===== config.mk =====
export PLATFORM = sky130hd
export DESIGN_NAME = mesh_router_xy_wormhole_allocator_core
export DESIGN_NICKNAME = d
export VERILOG_FILES = /design/src/rtl/mrxy_pkg.sv /design/src/rtl/mesh_router_xy_wormhole_allocator_core.sv
export SDC_FILE = /design/constraint.sdc
export NUM_CORES = 1
export LEC_CHECK = 0
export BUFFER_PORTS_ARGS = -buffer_cell sky130_fd_sc_hd__buf_2
export CORE_AREA = 2 2 141 143
export DETAILED_ROUTE_END_ITERATION = 8
export DIE_AREA = 0 0 143 145
export GPL_TIMING_DRIVEN = 0
export PLACE_DENSITY = 0.79
export SYNTH_ARGS = -nofsm -noshare
export SYNTH_HDL_FRONTEND = slang
export SYNTH_SLANG_ARGS = --single-unit

===== constraint.sdc =====
create_clock -name clk -period 6.2 [get_ports clk]
set_clock_uncertainty 0.05 [all_clocks]
set_input_delay 1.24 -clock clk [delete_from_list [all_inputs] [get_ports clk]]
set_output_delay 1.24 -clock clk [all_outputs]
set_load 0.005 [all_outputs]

===== src/rtl/mrxy_pkg.sv =====
// shared types, port codes and helper functions of the mesh router allocator
// no dependencies
`default_nettype none

package mrxy_pkg;

	localparam int COORD_BITS = 4;
	localparam int NPORTS     = 5;
	localparam int PORT_BITS  = 3;

	localparam int IN_DATA_BITS  = 56;
	localparam int OUT_DATA_BITS = 32;

	typedef logic [COORD_BITS-1:0] coord_t;
	typedef logic [NPORTS-1:0]     port_mask_t;
	typedef logic [PORT_BITS-1:0]  port_idx_t;

	typedef enum logic [PORT_BITS-1:0] {
		PORT_RIGHT = 3'd0,
		PORT_LEFT  = 3'd1,
		PORT_UP    = 3'd2,
		PORT_DOWN  = 3'd3,
		PORT_LOCAL = 3'd4
	} port_t;

	typedef enum logic {
		CFG_ROUTER_X = 1'b0,
		CFG_ROUTER_Y = 1'b1
	} cfg_index_t;

	typedef struct packed {
		logic      hit;
		port_idx_t idx;
	} arb_t;

	// dimension-ordered routing, x first
	function automatic port_t route_port(coord_t dx, coord_t dy, coord_t mx, coord_t my);
		port_t p;
		begin
			if (dx != mx) begin
				p = (dx < mx) ? PORT_LEFT : PORT_RIGHT;
			end else if (dy != my) begin
				p = (dy < my) ? PORT_DOWN : PORT_UP;
			end else begin
				p = PORT_LOCAL;
			end
			return p;
		end
	endfunction

	// round-robin pick starting at ptr
	function automatic arb_t rr_pick(port_mask_t req, port_idx_t ptr);
		arb_t                 r;
		logic [PORT_BITS:0]   sum;
		port_idx_t            cand;
		begin
			r = '0;
			for (int c = 0; c < NPORTS; c++) begin
				sum = {1'b0, ptr} + (PORT_BITS+1)'(c);
				if (sum >= (PORT_BITS+1)'(NPORTS)) begin
					sum = sum - (PORT_BITS+1)'(NPORTS);
				end
				cand = sum[PORT_BITS-1:0];
				if (!r.hit && req[cand]) begin
					r.hit = 1'b1;
					r.idx = cand;
				end
			end
			return r;
		end
	endfunction

	function automatic port_idx_t next_ptr(port_idx_t idx);
		port_idx_t n;
		begin
			if (idx == port_idx_t'(NPORTS - 1)) begin
				n = '0;
			end else begin
				n = idx + port_idx_t'(1);
			end
			return n;
		end
	endfunction

endpackage

`default_nettype wire


===== src/rtl/mesh_router_xy_wormhole_allocator_core.sv =====
// top level of the five-port mesh router switch allocator
// depends on mrxy_pkg
`default_nettype none

// Switch allocator for a five-port mesh router (right, left, up, down, local).
// Each request carries the five queue heads and an output-room mask; every head
// is routed x first then y against router_x/router_y, and each output with room
// picks a winner round-robin from its pointer, honoring its wormhole lock until
// the last flit of the holding packet. A request is registered on entry, then
// routing and arbitration settle combinationally into the result register; one
// request is taken every cycle unless m_axis_tready holds a full result register,
// and the per-output pointer and lock registers close their loop around that logic.
module mesh_router_xy_wormhole_allocator_core (
	input  wire                               clk,
	input  wire                               arst_n,
	input  wire                               s_axis_tvalid,
	output logic                              s_axis_tready,
	// head_valid[4:0], head_last[9:5], head_dest_x[29:10], head_dest_y[49:30],
	// output_room[54:50], zero pad
	input  wire  [mrxy_pkg::IN_DATA_BITS-1:0]  s_axis_tdata,
	output logic                              m_axis_tvalid,
	input  wire                               m_axis_tready,
	// grant_valid[4:0], granted_input[19:5], input_popped[24:20], zero pad
	output logic [mrxy_pkg::OUT_DATA_BITS-1:0] m_axis_tdata,
	input  wire                               cfg_we,
	input  wire                               cfg_index,
	input  wire  [mrxy_pkg::COORD_BITS-1:0]    cfg_data
);

	import mrxy_pkg::*;

	localparam int XY_BITS = NPORTS * COORD_BITS;
	localparam int GI_BITS = NPORTS * PORT_BITS;

	coord_t router_x_q;
	coord_t router_y_q;

	logic                valid_s1;
	port_mask_t          head_valid_s1;
	port_mask_t          head_last_s1;
	logic [XY_BITS-1:0]  head_dest_x_s1;
	logic [XY_BITS-1:0]  head_dest_y_s1;
	port_mask_t          output_room_s1;

	logic                valid_s2;
	port_mask_t          grant_valid_s2;
	logic [GI_BITS-1:0]  granted_input_s2;
	port_mask_t          input_popped_s2;

	port_idx_t           rr_ptr_q   [NPORTS];
	logic                lock_vld_q [NPORTS];
	port_idx_t           lock_in_q  [NPORTS];

	port_t               want       [NPORTS];
	port_mask_t          req        [NPORTS];
	arb_t                pick       [NPORTS];
	port_mask_t          grant_valid_d;
	logic [GI_BITS-1:0]  granted_input_d;
	port_mask_t          input_popped_d;

	logic                s2_ready;
	logic                advance;

	assign s2_ready      = !valid_s2 || m_axis_tready;
	assign advance       = valid_s1 && s2_ready;
	assign s_axis_tready = !valid_s1 || s2_ready;

	// configuration
	always_ff @(posedge clk or negedge arst_n) begin
		if (!arst_n) begin
			router_x_q <= '0;
			router_y_q <= '0;
		end else if (cfg_we) begin
			case (cfg_index_t'(cfg_index))
				CFG_ROUTER_X: router_x_q <= cfg_data;
				CFG_ROUTER_Y: router_y_q <= cfg_data;
				default: ;
			endcase
		end
	end

	// input register
	always_ff @(posedge clk or negedge arst_n) begin
		if (!arst_n) begin
			valid_s1 <= 1'b0;
		end else if (s_axis_tready) begin
			valid_s1 <= s_axis_tvalid;
		end
	end

	always_ff @(posedge clk) begin
		if (s_axis_tvalid && s_axis_tready) begin
			head_valid_s1  <= s_axis_tdata[4:0];
			head_last_s1   <= s_axis_tdata[9:5];
			head_dest_x_s1 <= s_axis_tdata[29:10];
			head_dest_y_s1 <= s_axis_tdata[49:30];
			output_room_s1 <= s_axis_tdata[54:50];
		end
	end

	// routing and arbitration
	always_comb begin
		grant_valid_d   = '0;
		granted_input_d = '0;
		input_popped_d  = '0;
		for (int i = 0; i < NPORTS; i++) begin
			want[i] = route_port(head_dest_x_s1[i*COORD_BITS +: COORD_BITS],
				head_dest_y_s1[i*COORD_BITS +: COORD_BITS], router_x_q, router_y_q);
		end
		for (int o = 0; o < NPORTS; o++) begin
			for (int i = 0; i < NPORTS; i++) begin
				req[o][i] = head_valid_s1[i] && (want[i] == port_t'(PORT_BITS'(o))) &&
					(!lock_vld_q[o] || (lock_in_q[o] == port_idx_t'(i)));
			end
			pick[o] = rr_pick(req[o], rr_ptr_q[o]);
			if (output_room_s1[o] && pick[o].hit) begin
				grant_valid_d[o]                         = 1'b1;
				granted_input_d[o*PORT_BITS +: PORT_BITS] = pick[o].idx;
				input_popped_d[pick[o].idx]              = 1'b1;
			end
		end
	end

	// pointer and wormhole lock state
	always_ff @(posedge clk or negedge arst_n) begin
		if (!arst_n) begin
			for (int o = 0; o < NPORTS; o++) begin
				rr_ptr_q[o]   <= '0;
				lock_vld_q[o] <= 1'b0;
				lock_in_q[o]  <= '0;
			end
		end else if (advance) begin
			for (int o = 0; o < NPORTS; o++) begin
				if (grant_valid_d[o]) begin
					rr_ptr_q[o] <= next_ptr(pick[o].idx);
					if (head_last_s1[pick[o].idx]) begin
						lock_vld_q[o] <= 1'b0;
						lock_in_q[o]  <= '0;
					end else begin
						lock_vld_q[o] <= 1'b1;
						lock_in_q[o]  <= pick[o].idx;
					end
				end
			end
		end
	end

	// result register
	always_ff @(posedge clk or negedge arst_n) begin
		if (!arst_n) begin
			valid_s2 <= 1'b0;
		end else if (s2_ready) begin
			valid_s2 <= valid_s1;
		end
	end

	always_ff @(posedge clk) begin
		if (advance) begin
			grant_valid_s2   <= grant_valid_d;
			granted_input_s2 <= granted_input_d;
			input_popped_s2  <= input_popped_d;
		end
	end

	assign m_axis_tvalid = valid_s2;
	assign m_axis_tdata  = {7'd0, input_popped_s2, granted_input_s2, grant_valid_s2};

	// checks
	a_pop_matches_grant: assert property (@(posedge clk) disable iff (!arst_n)
		valid_s2 |-> ($countones(grant_valid_s2) == $countones(input_popped_s2)))
		else $error("popped inputs differ from granted outputs");

	a_grant_needs_room: assert property (@(posedge clk) disable iff (!arst_n)
		advance |=> ((grant_valid_s2 & ~$past(output_room_s1)) == '0))
		else $error("grant on an output without room");

	a_grant_needs_head: assert property (@(posedge clk) disable iff (!arst_n)
		advance |=> ((input_popped_s2 & ~$past(head_valid_s1)) == '0))
		else $error("pop of an input without a head");

	generate
		for (genvar g = 0; g < NPORTS; g++) begin : g_chk
			a_state_range: assert property (@(posedge clk) disable iff (!arst_n)
				(rr_ptr_q[g] < port_idx_t'(NPORTS)) && (lock_in_q[g] < port_idx_t'(NPORTS)))
				else $error("pointer or lock out of range");
		end
	endgenerate

endmodule

`default_nettype wire

==> results.txt, run 1 <==
- Post-CTS Setup Inserts: 0
* Worst hold slack: 0.438 ns
* Top-area cell type share of the netlist area: 0.211
* Final hold vios: 0
- In this run the tool buffered the top-level ports with 91 buffer cells.
* Detailed placement HPWL: 24.3 mm
* RSZ-0062 raised after global routing: no
- The synthesized design contains 80 enable-type register cells.
- Final slew viol count: 0
- Floorplan row count: 51
* Crit path buffers/inverters: 5
- For this block, the initial DRC count from the detailed router was 1029.
- DR DRC count: 0
* Detailed-route wire length: 31.8 mm
- Total clock buffers created by CTS: 17
* Antenna diode count: 0
- Worst slew slack as a fraction of its limit: 0.231
- The tool flagged a number of max-cap violations equal to 0.
- Count of nets left with antenna violations after detail routing: 0
* Worst path slowest cell: dfrtp_1
- Leakage component of the power: 5.29 nW
- Area overhead of the layout relative to synthesis: 12.1%
* First drt pass iteration count: 6
- TritonCTS built the clock tree.
* Global-route wire length before repair: 50.6 mm
- Proportion of register bits with asynchronous set or reset after synthesis: 0.360
- Layout fillers: 1580
- Most common cell after layout, fill and taps aside: buf_2
- Summed over all layers, the global routing overflow is 0.
- Setup TNS Final: 0 ns
* Number of vias after detailed routing: 10636
* Synthesized area per cell: 9.09 µm²
- Critical Path, Cell by Cell: inv_1, buf_2, ha_1, inv_1, fa_1, a21oi_1, nor2_1, a311oi_1, a31oi_1, or3_1, nor3b_1, mux2i_1, and2_0, clkbuf_1, inv_2, ha_1, or3_1, a31oi_1
- Maximum buffer depth of the clock tree: 2
- For the worst-skew pair, the clock arrives at the later sink with an insertion delay of 0.43 ns.
* Kind of start point of the critical path: flop
- The tightest min-delay check is of the flop to flop type.
* Largest vdd supply drop: 0.000349 V
- Clock input transition at the sequential cells of the worst setup and hold paths: 0.05 ns
- The critical path is of the flop to flop type.
- For this configuration, the core starts out at a cell density of 0.593.
- Setup violators final: 0
- Crit path capture type: flop
- Min cycle time layout: 5.30 ns
- In the final layout, the share of cells above drive strength 1 is 0.161.
- Top layer in use: met4
* Data required time at the worst endpoint: 6.48 ns
* Outcome: finished, final reports clean
- CTS saw 125 sinks.
* Total number of yosys warnings: 0
* Biggest area consumer among synthesized cells: edfxtp_1
- For this run, the total global-route usage over all layers was measured as 0.306.
- After synthesis, the netlist uses 105 different library cells.
- Data on the critical path arrives at its endpoint at 5.59 ns.
* Number of buffers inserted for hold repair after clock tree synthesis: 0
- Along the worst path, the maximum fanout reaches 11.
* Cell area after synthesis: 0.0114 mm²
- Post-route met1 wirelength: 14.0 mm
- For this run, the leading register cell type out of synthesis is edfxtp_1.
* Core footprint: 0.0192 mm²
- The floorplan step set the die height to 145 µm.
- Pin slew with the least headroom to its limit: 1.15 ns
- After detailed routing, the met3 layer carries 2.31 mm of wire.
* Most frequent cells in the layout: buf_2, nand2_1, inv_1, ha_1, nor2_1
* Number of global-route vias before repair: 9858
* Synth Register Bits: 125
* Number of nets in the final layout: 1531
- Pin count of the biggest net entering global routing: 46
* Die Footprint: 0.0207 mm²
- Count of pins on the block boundary: 100
- Cell Pwr Density: 565 mW/mm²
* Overall power of the completed layout: 0.00722 W
- Routability-driven placement congestion ratio: 0.997
* Number of standard cells after synthesis: 1253
* Kind of cell adding the most delay to the critical path: simple AND/OR/NAND/NOR gates
- Via density per instance: 6.45
- After clock tree synthesis, the repair step resized 0 gates.
* Stage delay of the slowest cell on the critical path: 0.47 ns
- After detailed routing, the average wire length per cell comes to 19.3 µm.
- H-tree level count: 4
* Met2 wire length: 14.6 mm
- Die Span X: 143 µm
* Dominant cells by area after synthesis: edfxtp_1, dfrtp_1, ha_1, mux2i_1, a21oi_1
- For this run, the register share of the synthesized area comes to 0.310.
- Fraction of the cycle the final worst path needs: 0.855
- The initial antenna violation count came to 1.
* Achievable frequency: 189 MHz
- Root Driver: clkbuf_16
==> flip-flops by register name (all words and copies together), names as in the netlist <==
signal            count
rr_ptr_q             15
router_y_q            4
output_room_s1        5
valid_s1              1
lock_vld_q            5
head_dest_x_s1       20
head_dest_y_s1       20
m_axis_tvalid         1
head_last_s1          5
router_x_q            4
granted_input_s2     15
head_valid_s1         5
lock_in_q            15
grant_valid_s2        5
input_popped_s2       5
==> power breakdown <==
group | total, W | switching (W) | internal (W)
Sequential | 0.00133 | 0.000215 | 0.00111
Clock | 0.000940 | 0.000391 | 0.000549
Combinational | 0.00495 | 0.00304 | 0.00191
==> layer usage <==
metal / up-vias / global-route usage
li1: 5015 / -
met1: 5050 / 0.427
met2: 495 / 0.483
met3: 76 / 0.0498
met4: 0 / 0.107
met5: - / 0
==> cell families (layout without fill, tap and decap cells) <==
kind of cell / Yosys count / after routing / synth area share
and+or+nand+nor: 438 / 438 / 0.211
AOI/OAI and AO/OA: 368 / 368 / 0.239
buffers and inverters: 141 / 265 / 0.0528
DFF: 125 / 125 / 0.310
adders and majority gates: 95 / 95 / 0.108
muxes: 67 / 67 / 0.0657
xor gates and xnor gates: 18 / 18 / 0.0138
other: 1 / 7 / 0.000329
==> worst paths after layout <==
kind / startpoint / endpoint / slack, ns / cells after the start
max: rr_ptr_q[12] / rr_ptr_q[14] / 0.90 / 18
min: valid_s1 / m_axis_tvalid / 0.44 / 1
max reg2reg: rr_ptr_q[12] / rr_ptr_q[14] / 0.90 / 18
min reg2reg: valid_s1 / m_axis_tvalid / 0.44 / 1
max in group asynchronous: arst_n / rr_ptr_q[14] / 4.39 / 1
min in group asynchronous: arst_n / router_y_q[1] / 0.98 / 1
==> metrics by stage <==
| step | worst slack [ns] | std cells | utilization | cell area (µm²) |
|---|---|---|---|---|
| finish | 0.896 | 1648 | 0.665 | 12800 |
| global route | 0.456 | 1648 | 0.665 | 12800 |
| CTS | 1.01 | 1648 | 0.665 | 12800 |
| detailed placement | 1.01 | 1616 | 0.636 | 12200 |
| global placement | 1.09 | 1615 | 0.635 | 12200 |
| floorplan | 1.82 | 1259 | - | 11400 |
==> Yosys cell counts (8+ instances only) <==
| cell | n |
|---|---|
| o22ai_1 | 20 |
| mux2i_1 | 41 |
| nand4_1 | 19 |
| and2_1 | 15 |
| a211oi_1 | 21 |
| and3_1 | 11 |
| nand2_1 | 92 |
| dfrtp_1 | 45 |
| nand3b_1 | 9 |
| nor3_1 | 30 |
| nor2_1 | 83 |
| xnor2_1 | 17 |
| nand2b_1 | 28 |
| a22o_1 | 8 |
| nand3_1 | 32 |
| edfxtp_1 | 80 |
| nor4_1 | 11 |
| or3_1 | 14 |
| a21o_1 | 16 |
| ha_1 | 90 |
| nor2b_1 | 25 |
| o211ai_1 | 22 |
| a21oi_1 | 78 |
| a31oi_1 | 14 |
| o31ai_1 | 23 |
| or4_1 | 8 |
| o21a_1 | 14 |
| inv_1 | 90 |
| o21ai_0 | 42 |
| clkbuf_1 | 22 |
| nor3b_1 | 15 |
| o2111ai_1 | 11 |
| buf_2 | 9 |
| mux2_2 | 22 |
==> cell type report <==
| class | count | area (µm²) | area share |
|---|---|---|---|
| inverters | 95 | 357 | 0.0279 |
| multi-input cells | 993 | 7280 | 0.570 |
| flip-flops and latches | 125 | 3530 | 0.276 |
| clock inverters | 14 | 121 | 0.00950 |
| well taps | 265 | 332 | 0.0260 |
| plain buffers | 46 | 246 | 0.0193 |
| repair buffers | 92 | 475 | 0.0372 |
| clock buffers | 18 | 429 | 0.0336 |
Power figures use the tool's default switching activity.
==> run 2, diff against run 1 <==
CORE_AREA = 2 2 163 165   (was 2 2 141 143)
DIE_AREA = 0 0 165 167   (was 0 0 143 145)
PLACE_DENSITY = 0.62   (was 0.79)
clock period = 5.4 ns   (was 6.2 ns; I/O delays follow)
==> run 2 against run 1 <==
Against the previous run: critical endpoint unchanged; critical path depth rose by 1; cell area rose by 1.4%; sequential cell count stayed put; combinational power is 19% higher; via count fell by 1.8%.
==> results.txt, run 2 (synthesized netlist as in run 1, its figures left out) <==
- The accumulated negative setup slack was 0 ns (unchanged).
- The final worst hold slack was 0.438 ns (+0.000331 ns).
- Achievable frequency: 195 MHz (+3.3%)
- The number of violations reported at the end of detailed-routing iteration 0 came to 920 (-11%).
- Busiest layer in global routing: met2
- The post-CTS clock slew at the launch and capture registers of the worst setup and hold paths was 0.06 ns (about the same).
* Crit path capture type: flop
- Kind of start point of the critical path: flop
- Cell Pwr Density: 663 mW/mm² (+17%)
- Data required time at the worst endpoint: 5.69 ns (-0.79 ns)
* DR DRC count: 0 (unchanged)
* Most frequent cells in the layout: buf_2, nand2_1, inv_1, ha_1, nor2_1
* GR met1 Demand/Resource: 0.346 (-0.0811)
- The number of hold buffers added after cts is 0 (unchanged).
- Vertical extent of the die: 167 µm (+15%)
- Die Span X: 165 µm (+15%)
* Number of port buffers: 91 (unchanged)
- Min cycle time layout: 5.13 ns (-0.172 ns)
- Floorplan row count: 59 (+16%)
- Global-route wire length before repair: 51.7 mm (+2.2%)
- Fraction of the cycle the final worst path needs: 0.950 (+0.0950)
* CP endpoint: rr_ptr_q[14]
- Drt wl/cell: 18.9 µm (-2.3%)
* First drt pass iteration count: 7 (+1)
- Largest registers ranked by flip-flop count: head_dest_x_s1: 20 flops, head_dest_y_s1: 20 flops
- The worst setup path is of the flop to flop kind.
* Die Footprint: 0.0276 mm² (+33%)
- Maximum buffer depth of the clock tree: 2 (unchanged)
- RSZ-0062 raised after global routing: no
* Area overhead of the layout relative to synthesis: 13.7%
* Number of global-route vias before repair: 9743 (-1.2%)
- The final count of hold timing violations came to 0 (unchanged).
- Routability-driven placement congestion ratio: 0.927 (-7.0%)
- Number of placed cells counting well taps: 1686 (+4.3%)
* Detailed placement HPWL: 25.2 mm (+3.7%)
- Most common cell after layout, fill and taps aside: buf_2
- The clock insertion delay at the later pin of the skew report is 0.43 ns (about the same).
- TritonCTS Sinks: 125 (unchanged)
- GR Overflow Total: 0 (unchanged)
* Number of nets in the final layout: 1535 (+0.26%)
- The effective utilization at floorplan came to 0.442 (-0.151).
- The final routed wirelength across all metal layers is 32.5 mm (+2.1%).
* Total clock buffers created by CTS: 17 (unchanged)
- Post-layout utilization of the core: 0.503 (-0.162)
- Number of antenna violations at the first check in global routing: 0 (-1)
- The critical path starts at rr_ptr_q[12].
* Share of cells above drive strength 1: 0.167 (+0.00603)
* Worst r2r dst: rr_ptr_q[14]
* Root Driver: clkbuf_16
* CP Max Fanout: 11 (unchanged)
- The maximum level of the CTS H-tree is 4 (unchanged).
* Startpoint of the worst register-to-register path: rr_ptr_q[12]
* Largest vdd supply drop: 0.000289 V (-17%)
- Via density per instance: 6.07 (-6.0%)
* Setup slack of the most critical reg-to-reg path: 0.27 ns (-0.63 ns)
* Pin count of the biggest net entering global routing: 46 (unchanged)
- The worst hold path belongs to the class flop to flop.
* Final cell count without fillers: 1722 (+4.5%)
- The leakage power is 5.34 nW (+0.89%).
* TritonCTS clock tree: yes
* Worst slew slack as a fraction of its limit: 0.258 (+0.0266)
- The all-layer global routing usage came to 0.236 (-0.0702).
- Pin slew with the least headroom to its limit: 1.09 ns (-0.0679 ns)
- Count of nets left with antenna violations after detail routing: 0 (unchanged)
* Final slew viol count: 0 (unchanged)
* Critical path data arrival time: 5.42 ns (-0.17 ns)
- Fraction of met3 tracks used by global routing: 0.0418 (-0.00799)
* Worst Reg2Reg Path Length in Cells: 19 (+1)
* Overall power of the completed layout: 0.00859 W (+19%)
* Outcome: finished, final reports clean
- The number of inserted diodes is 0 (unchanged).
- The number of vias in the routed layout is 10445 (-1.8%).
- Core footprint: 0.0258 mm² (+34%)
* Layout fillers: 2384 (+51%)
* Setup violators final: 0 (unchanged)
* Max-capacitance violation count: 0 (unchanged)
* Count of pins on the block boundary: 100 (unchanged)
- Met2 global-route usage: 0.359 (-0.124)
run 2: changes by cell type in the layout (fill, tap and decap cells not counted), moves of 2 or more:
cell / before / now
clkinv_2: 4 / 1
inv_6: 2 / 4
buf_4: 7 / 11
clkinvlp_4: 6 / 4
run 2: worst max-delay path, cell delays in order, from the launching register on:
cell and delay [ns]:
dfrtp_1 0.48, inv_1 0.22, clkbuf_4 0.27, ha_1 0.16
inv_1 0.05, fa_1 0.43, a21o_1 0.26, nand3_1 0.13
a221oi_1 0.09, a311oi_1 0.37, a31oi_1 0.16, or3_1 0.43
nor3b_2 0.29, mux2i_2 0.39, and2_0 0.17, clkbuf_1 0.23
inv_2 0.11, ha_1 0.22, or3_1 0.35, a31oi_1 0.19
run 2: metrics by stage:
step	worst slack (ns)	cell area [µm²]
finish	0.268	13000
global route	0.00433	13000
CTS	0.122	12900
detailed placement	0.131	12300
global placement	0.149	12300
floorplan	1.02	11400
run 2: area by class of cell:
| type | instances | area (µm²) | area share |
|---|---|---|---|
| tap | 335 | 419 | 0.0324 |
| timing repair buffer | 96 | 505 | 0.0390 |
| clock buffer | 18 | 429 | 0.0331 |
| multi-input combinational | 993 | 7310 | 0.564 |
| sequential | 125 | 3530 | 0.272 |
| clock inverter | 14 | 159 | 0.0123 |
| inverter | 95 | 357 | 0.0275 |
| buffer | 46 | 249 | 0.0192 |
run 2: how the worst min path moves through the flow:
stage	from	end	slack, ns	depth (start not counted)
final	valid_s1	m_axis_tvalid	0.44	1
after global routing	valid_s1	m_axis_tvalid	0.45	1
after CTS	valid_s1	m_axis_tvalid	0.44	1
after detailed placement	valid_s1	m_axis_tvalid	0.43	1
after global placement	valid_s1	m_axis_tvalid	0.42	1
after floorplan	valid_s1	m_axis_tvalid	0.40	1
run 2: metal layers:
layer | vias to the layer above | part of all wire | wire length (µm)
li1 | 5019 | - | -
met1 | 4964 | 0.48 | 15500
met2 | 402 | 0.44 | 14300
met3 | 60 | 0.064 | 2090
met4 | 0 | 0.021 | 669
met5 | - | 0 | 0
run 2: where the power goes:
group / total (W) / internal (W) / switching (W)
combinational: 0.00590 / 0.00226 / 0.00364
clock: 0.00117 / 0.000688 / 0.000480
sequential: 0.00152 / 0.00128 / 0.000241
run 2: timing repair:
item,in CTS,in global routing
gates resized for setup,0,7
buffers inserted,0,4
endpoints found under the setup margin,0,4
==> run 3, diff against run 2 <==
clock period = 5.1 ns   (was 5.4 ns; I/O delays follow)
==> run 3 against run 2 <==
Against the previous run: fmax grew 2.9%; final cell count up 0.12%; critical path depth down 2; critical endpoint unchanged.
==> results.txt, run 3 (synthesized netlist as in run 1, its figures left out) <==
- Number of antenna violations at the first check in global routing: 0 (unchanged)
* Proportion of power drawn by flip-flops and latches: 0.175 (-0.002)
- Outcome: finished, final reports clean
* Number of vias after detailed routing: 10393 (-0.50%)
- Floorplan row count: 59 (unchanged)
- Clock share of power: 0.135 (about the same)
- The final routed wirelength across all metal layers is 32.5 mm (-0.13%).
- The share of layout cells above drive strength 1 was 0.178 (+0.0113).
- Most common cell after layout, fill and taps aside: buf_2
- DR DRC count: 0 (unchanged)
- Largest registers ranked by flip-flop count: head_dest_x_s1: 20 flops, head_dest_y_s1: 20 flops
* Worst Hold End: m_axis_tvalid
- Part of the power in combinational logic: 0.691 (+0.004)
* Critical path data arrival time: 5.28 ns (-0.14 ns)
* Startpoint of the most critical hold path: valid_s1
- Via density per instance: 6.03 (-0.61%)
- The share of total power consumed by net switching was 0.506 (-0.00175).
* Drt wl/cell: 18.8 µm (-0.25%)
- Startpoint of the worst register-to-register path: rr_ptr_q[12]
* Cell Pwr Density: 707 mW/mm² (+6.6%)
- The number of inserted diodes came to 0 (unchanged).
- The leakage power was 5.37 nW (+0.49%).
- Most frequent cells in the layout: buf_2, nand2_1, inv_1, ha_1, nor2_1
* Number of global-route vias before repair: 9736 (-0.072%)
- Critical Setup Path Class: flop to flop
- Final cell count without fillers: 1724 (+0.12%)
* Max-capacitance violation count: 0 (unchanged)
- The number of hold buffers added after cts came to 0 (unchanged).
- Die Footprint: 0.0276 mm² (unchanged)
* Clock latency of the later-clocked register in the worst-skew pair: 0.43 ns (about the same)
- The internal power is 0.00455 W (+7.6%).
- Number of port buffers: 91 (unchanged)
- Met3 Routed Length: 2.22 mm (+6.4%)
* Worst Reg2Reg Path Length in Cells: 17 (-2)
* Core footprint: 0.0258 mm² (unchanged)
- The buffer depth of the longest clock path came to 2 (unchanged).
* TritonCTS Sinks: 125 (unchanged)
* Post-layout utilization of the core: 0.506 (+0.00287)
- The worst max-slew margin expressed relative to the limit is 0.241 (-0.0165).
- Pin count of the biggest net entering global routing: 46 (unchanged)
- The die height was 167 µm (unchanged).
- The overall overflow remaining after global route is 0 (unchanged).
- The peak ir drop on the vdd network came to 0.000310 V (+7.3%).
- Global-route wire length before repair: 51.7 mm (about the same)
* Switching pwr: 0.00466 W (+6.9%)
- In this run the critical register-to-register path is captured at rr_ptr_q[14].
- The number of violations reported at the end of detailed-routing iteration 0 is 863 (-6.2%).
- Global-route usage over all layers: 0.236 (unchanged)
- Overall power of the completed layout: 0.00921 W (+7.3%)
- The root buffer cell chosen for the clock tree is clkbuf_16.
- Kind of start point of the critical path: flop
- The data required time of the critical path came to 5.39 ns (-0.30 ns).
- First drt pass iteration count: 5 (-2)
- The final critical-path required period is 4.99 ns (-0.144 ns).
* Count of nets left with antenna violations after detail routing: 0 (unchanged)
- The largest driver fanout on the critical path was 11 (unchanged).
- TritonCTS built the clock tree.
- Pin slew with the least headroom to its limit: 1.11 ns (+0.0242 ns)
* Classification of the worst-slack hold path: flop to flop
- Crit path capture type: flop
- Cells on Worst Hold Path: 1 (unchanged)
* Clock input transition at the sequential cells of the worst setup and hold paths: 0.06 ns (about the same)
* Met2 wire length: 14.2 mm (-0.31%)
* Die Span X: 165 µm (unchanged)
- The final period utilization came to 0.978 (+0.0277).
* H-tree level count: 4 (unchanged)
- The number of endpoints failing setup at the final stage came to 0 (unchanged).
- Routability-driven placement congestion ratio: 0.927 (unchanged)
- Count of pins on the block boundary: 100 (unchanged)
- The slack of the worst reg-to-reg path came to 0.11 ns (-0.16 ns).
* Final hold vios: 0 (unchanged)
- The highest attainable clock frequency is 200 MHz (+2.9%).
* Initial standard-cell utilization of the core: 0.442 (unchanged)
- Detailed placement HPWL: 25.2 mm (unchanged)
- The net count reported at finish was 1537 (+0.13%).
- The number of buffers created by CTS is 17 (unchanged).
- Post-route met1 wirelength: 15.3 mm (-1.3%)
- The highest layer touched by signal routing is met4.
- Setup TNS Final: 0 ns (unchanged)
- Relative to the synthesized area, the layout overhead comes to 14.4%.
* Final slew viol count: 0 (unchanged)
- Number of placed cells counting well taps: 1686 (unchanged)
* Layout fillers: 2369 (-0.63%)
-- run 3: cell count changes in the layout (fill, tap and decap cells not counted), sizes merged --
cell / before / now
clkinv: 6 / 4
clkbuf: 43 / 41
buf: 117 / 121
clkinvlp: 4 / 6
-- run 3: layer usage --
layer  GRT usage  vias to the layer above
li1            -                     5022
met1       0.346                     4901
met2       0.359                      404
met3      0.0418                       66
met4      0.0609                        0
met5           0                        -
-- run 3: through the flow --
stage / instance area (µm²) / setup slack [ns] / hold slack, ns
final: 13000 / 0.112 / 0.437
after global routing: 13000 / -0.0923 / 0.454
after CTS: 12900 / -0.114 / 0.438
after detailed placement: 12300 / -0.169 / 0.428
after global placement: 12300 / -0.151 / 0.424
after floorplan: 11400 / 0.722 / 0.399
-- run 3: worst max path at each step --
stage	start	end	slack, ns	cells after the start
6_report	rr_ptr_q[12]	rr_ptr_q[14]	0.11	17
5_1_grt	rr_ptr_q[12]	input_popped_s2[2]	-0.09	18
4_1_cts	rr_ptr_q[12]	rr_ptr_q[14]	-0.11	18
3_5_place_dp	rr_ptr_q[12]	rr_ptr_q[14]	-0.17	18
3_3_place_gp	rr_ptr_q[12]	input_popped_s2[4]	-0.15	16
2_1_floorplan	rr_ptr_q[12]	rr_ptr_q[14]	0.72	19
-- run 3: final cells by class --
type | instances | area (µm²) | area share
Clock inverter | 14 | 159 | 0.0122
Clock buffer | 18 | 429 | 0.0329
Multi-Input combinational cell | 993 | 7350 | 0.564
Timing Repair Buffer | 100 | 536 | 0.0411
Tap cell | 335 | 419 | 0.0322
Inverter | 95 | 364 | 0.0279
Sequential cell | 125 | 3530 | 0.271
Buffer | 44 | 245 | 0.0188
-- run 3: worst max-delay path, stage by stage (launching register included) --
cell and delay, ns:
dfrtp_1 0.49, inv_1 0.21, clkbuf_4 0.27, ha_1 0.16, inv_1 0.05, fa_1 0.43, a21o_1 0.26, nand3_1 0.12
a221oi_1 0.08, a311oi_1 0.42, a31oi_1 0.17, or3_1 0.43, nor4_2 0.34, a221o_1 0.35, clkinvlp_4 0.25, ha_1 0.25
or3_1 0.37, a31oi_1 0.19
-- run 3: repair_timing --
item / in CTS / in global routing
gates resized for setup: 2 / 19
cloned: 0 / 0
setup endpoints to repair: 3 / 23
pin swaps: 0 / 3
setup buffers: 0 / 8
-- run 3: power groups by stage --
stage               registers, W  logic (W)  clock network (W)
finish                   0.00161    0.00636            0.00124
global route             0.00164    0.00699            0.00130
CTS                      0.00161    0.00606            0.00125
detailed placement       0.00162    0.00599                  0
global placement         0.00162    0.00591                  0
floorplan                0.00155    0.00459                  0
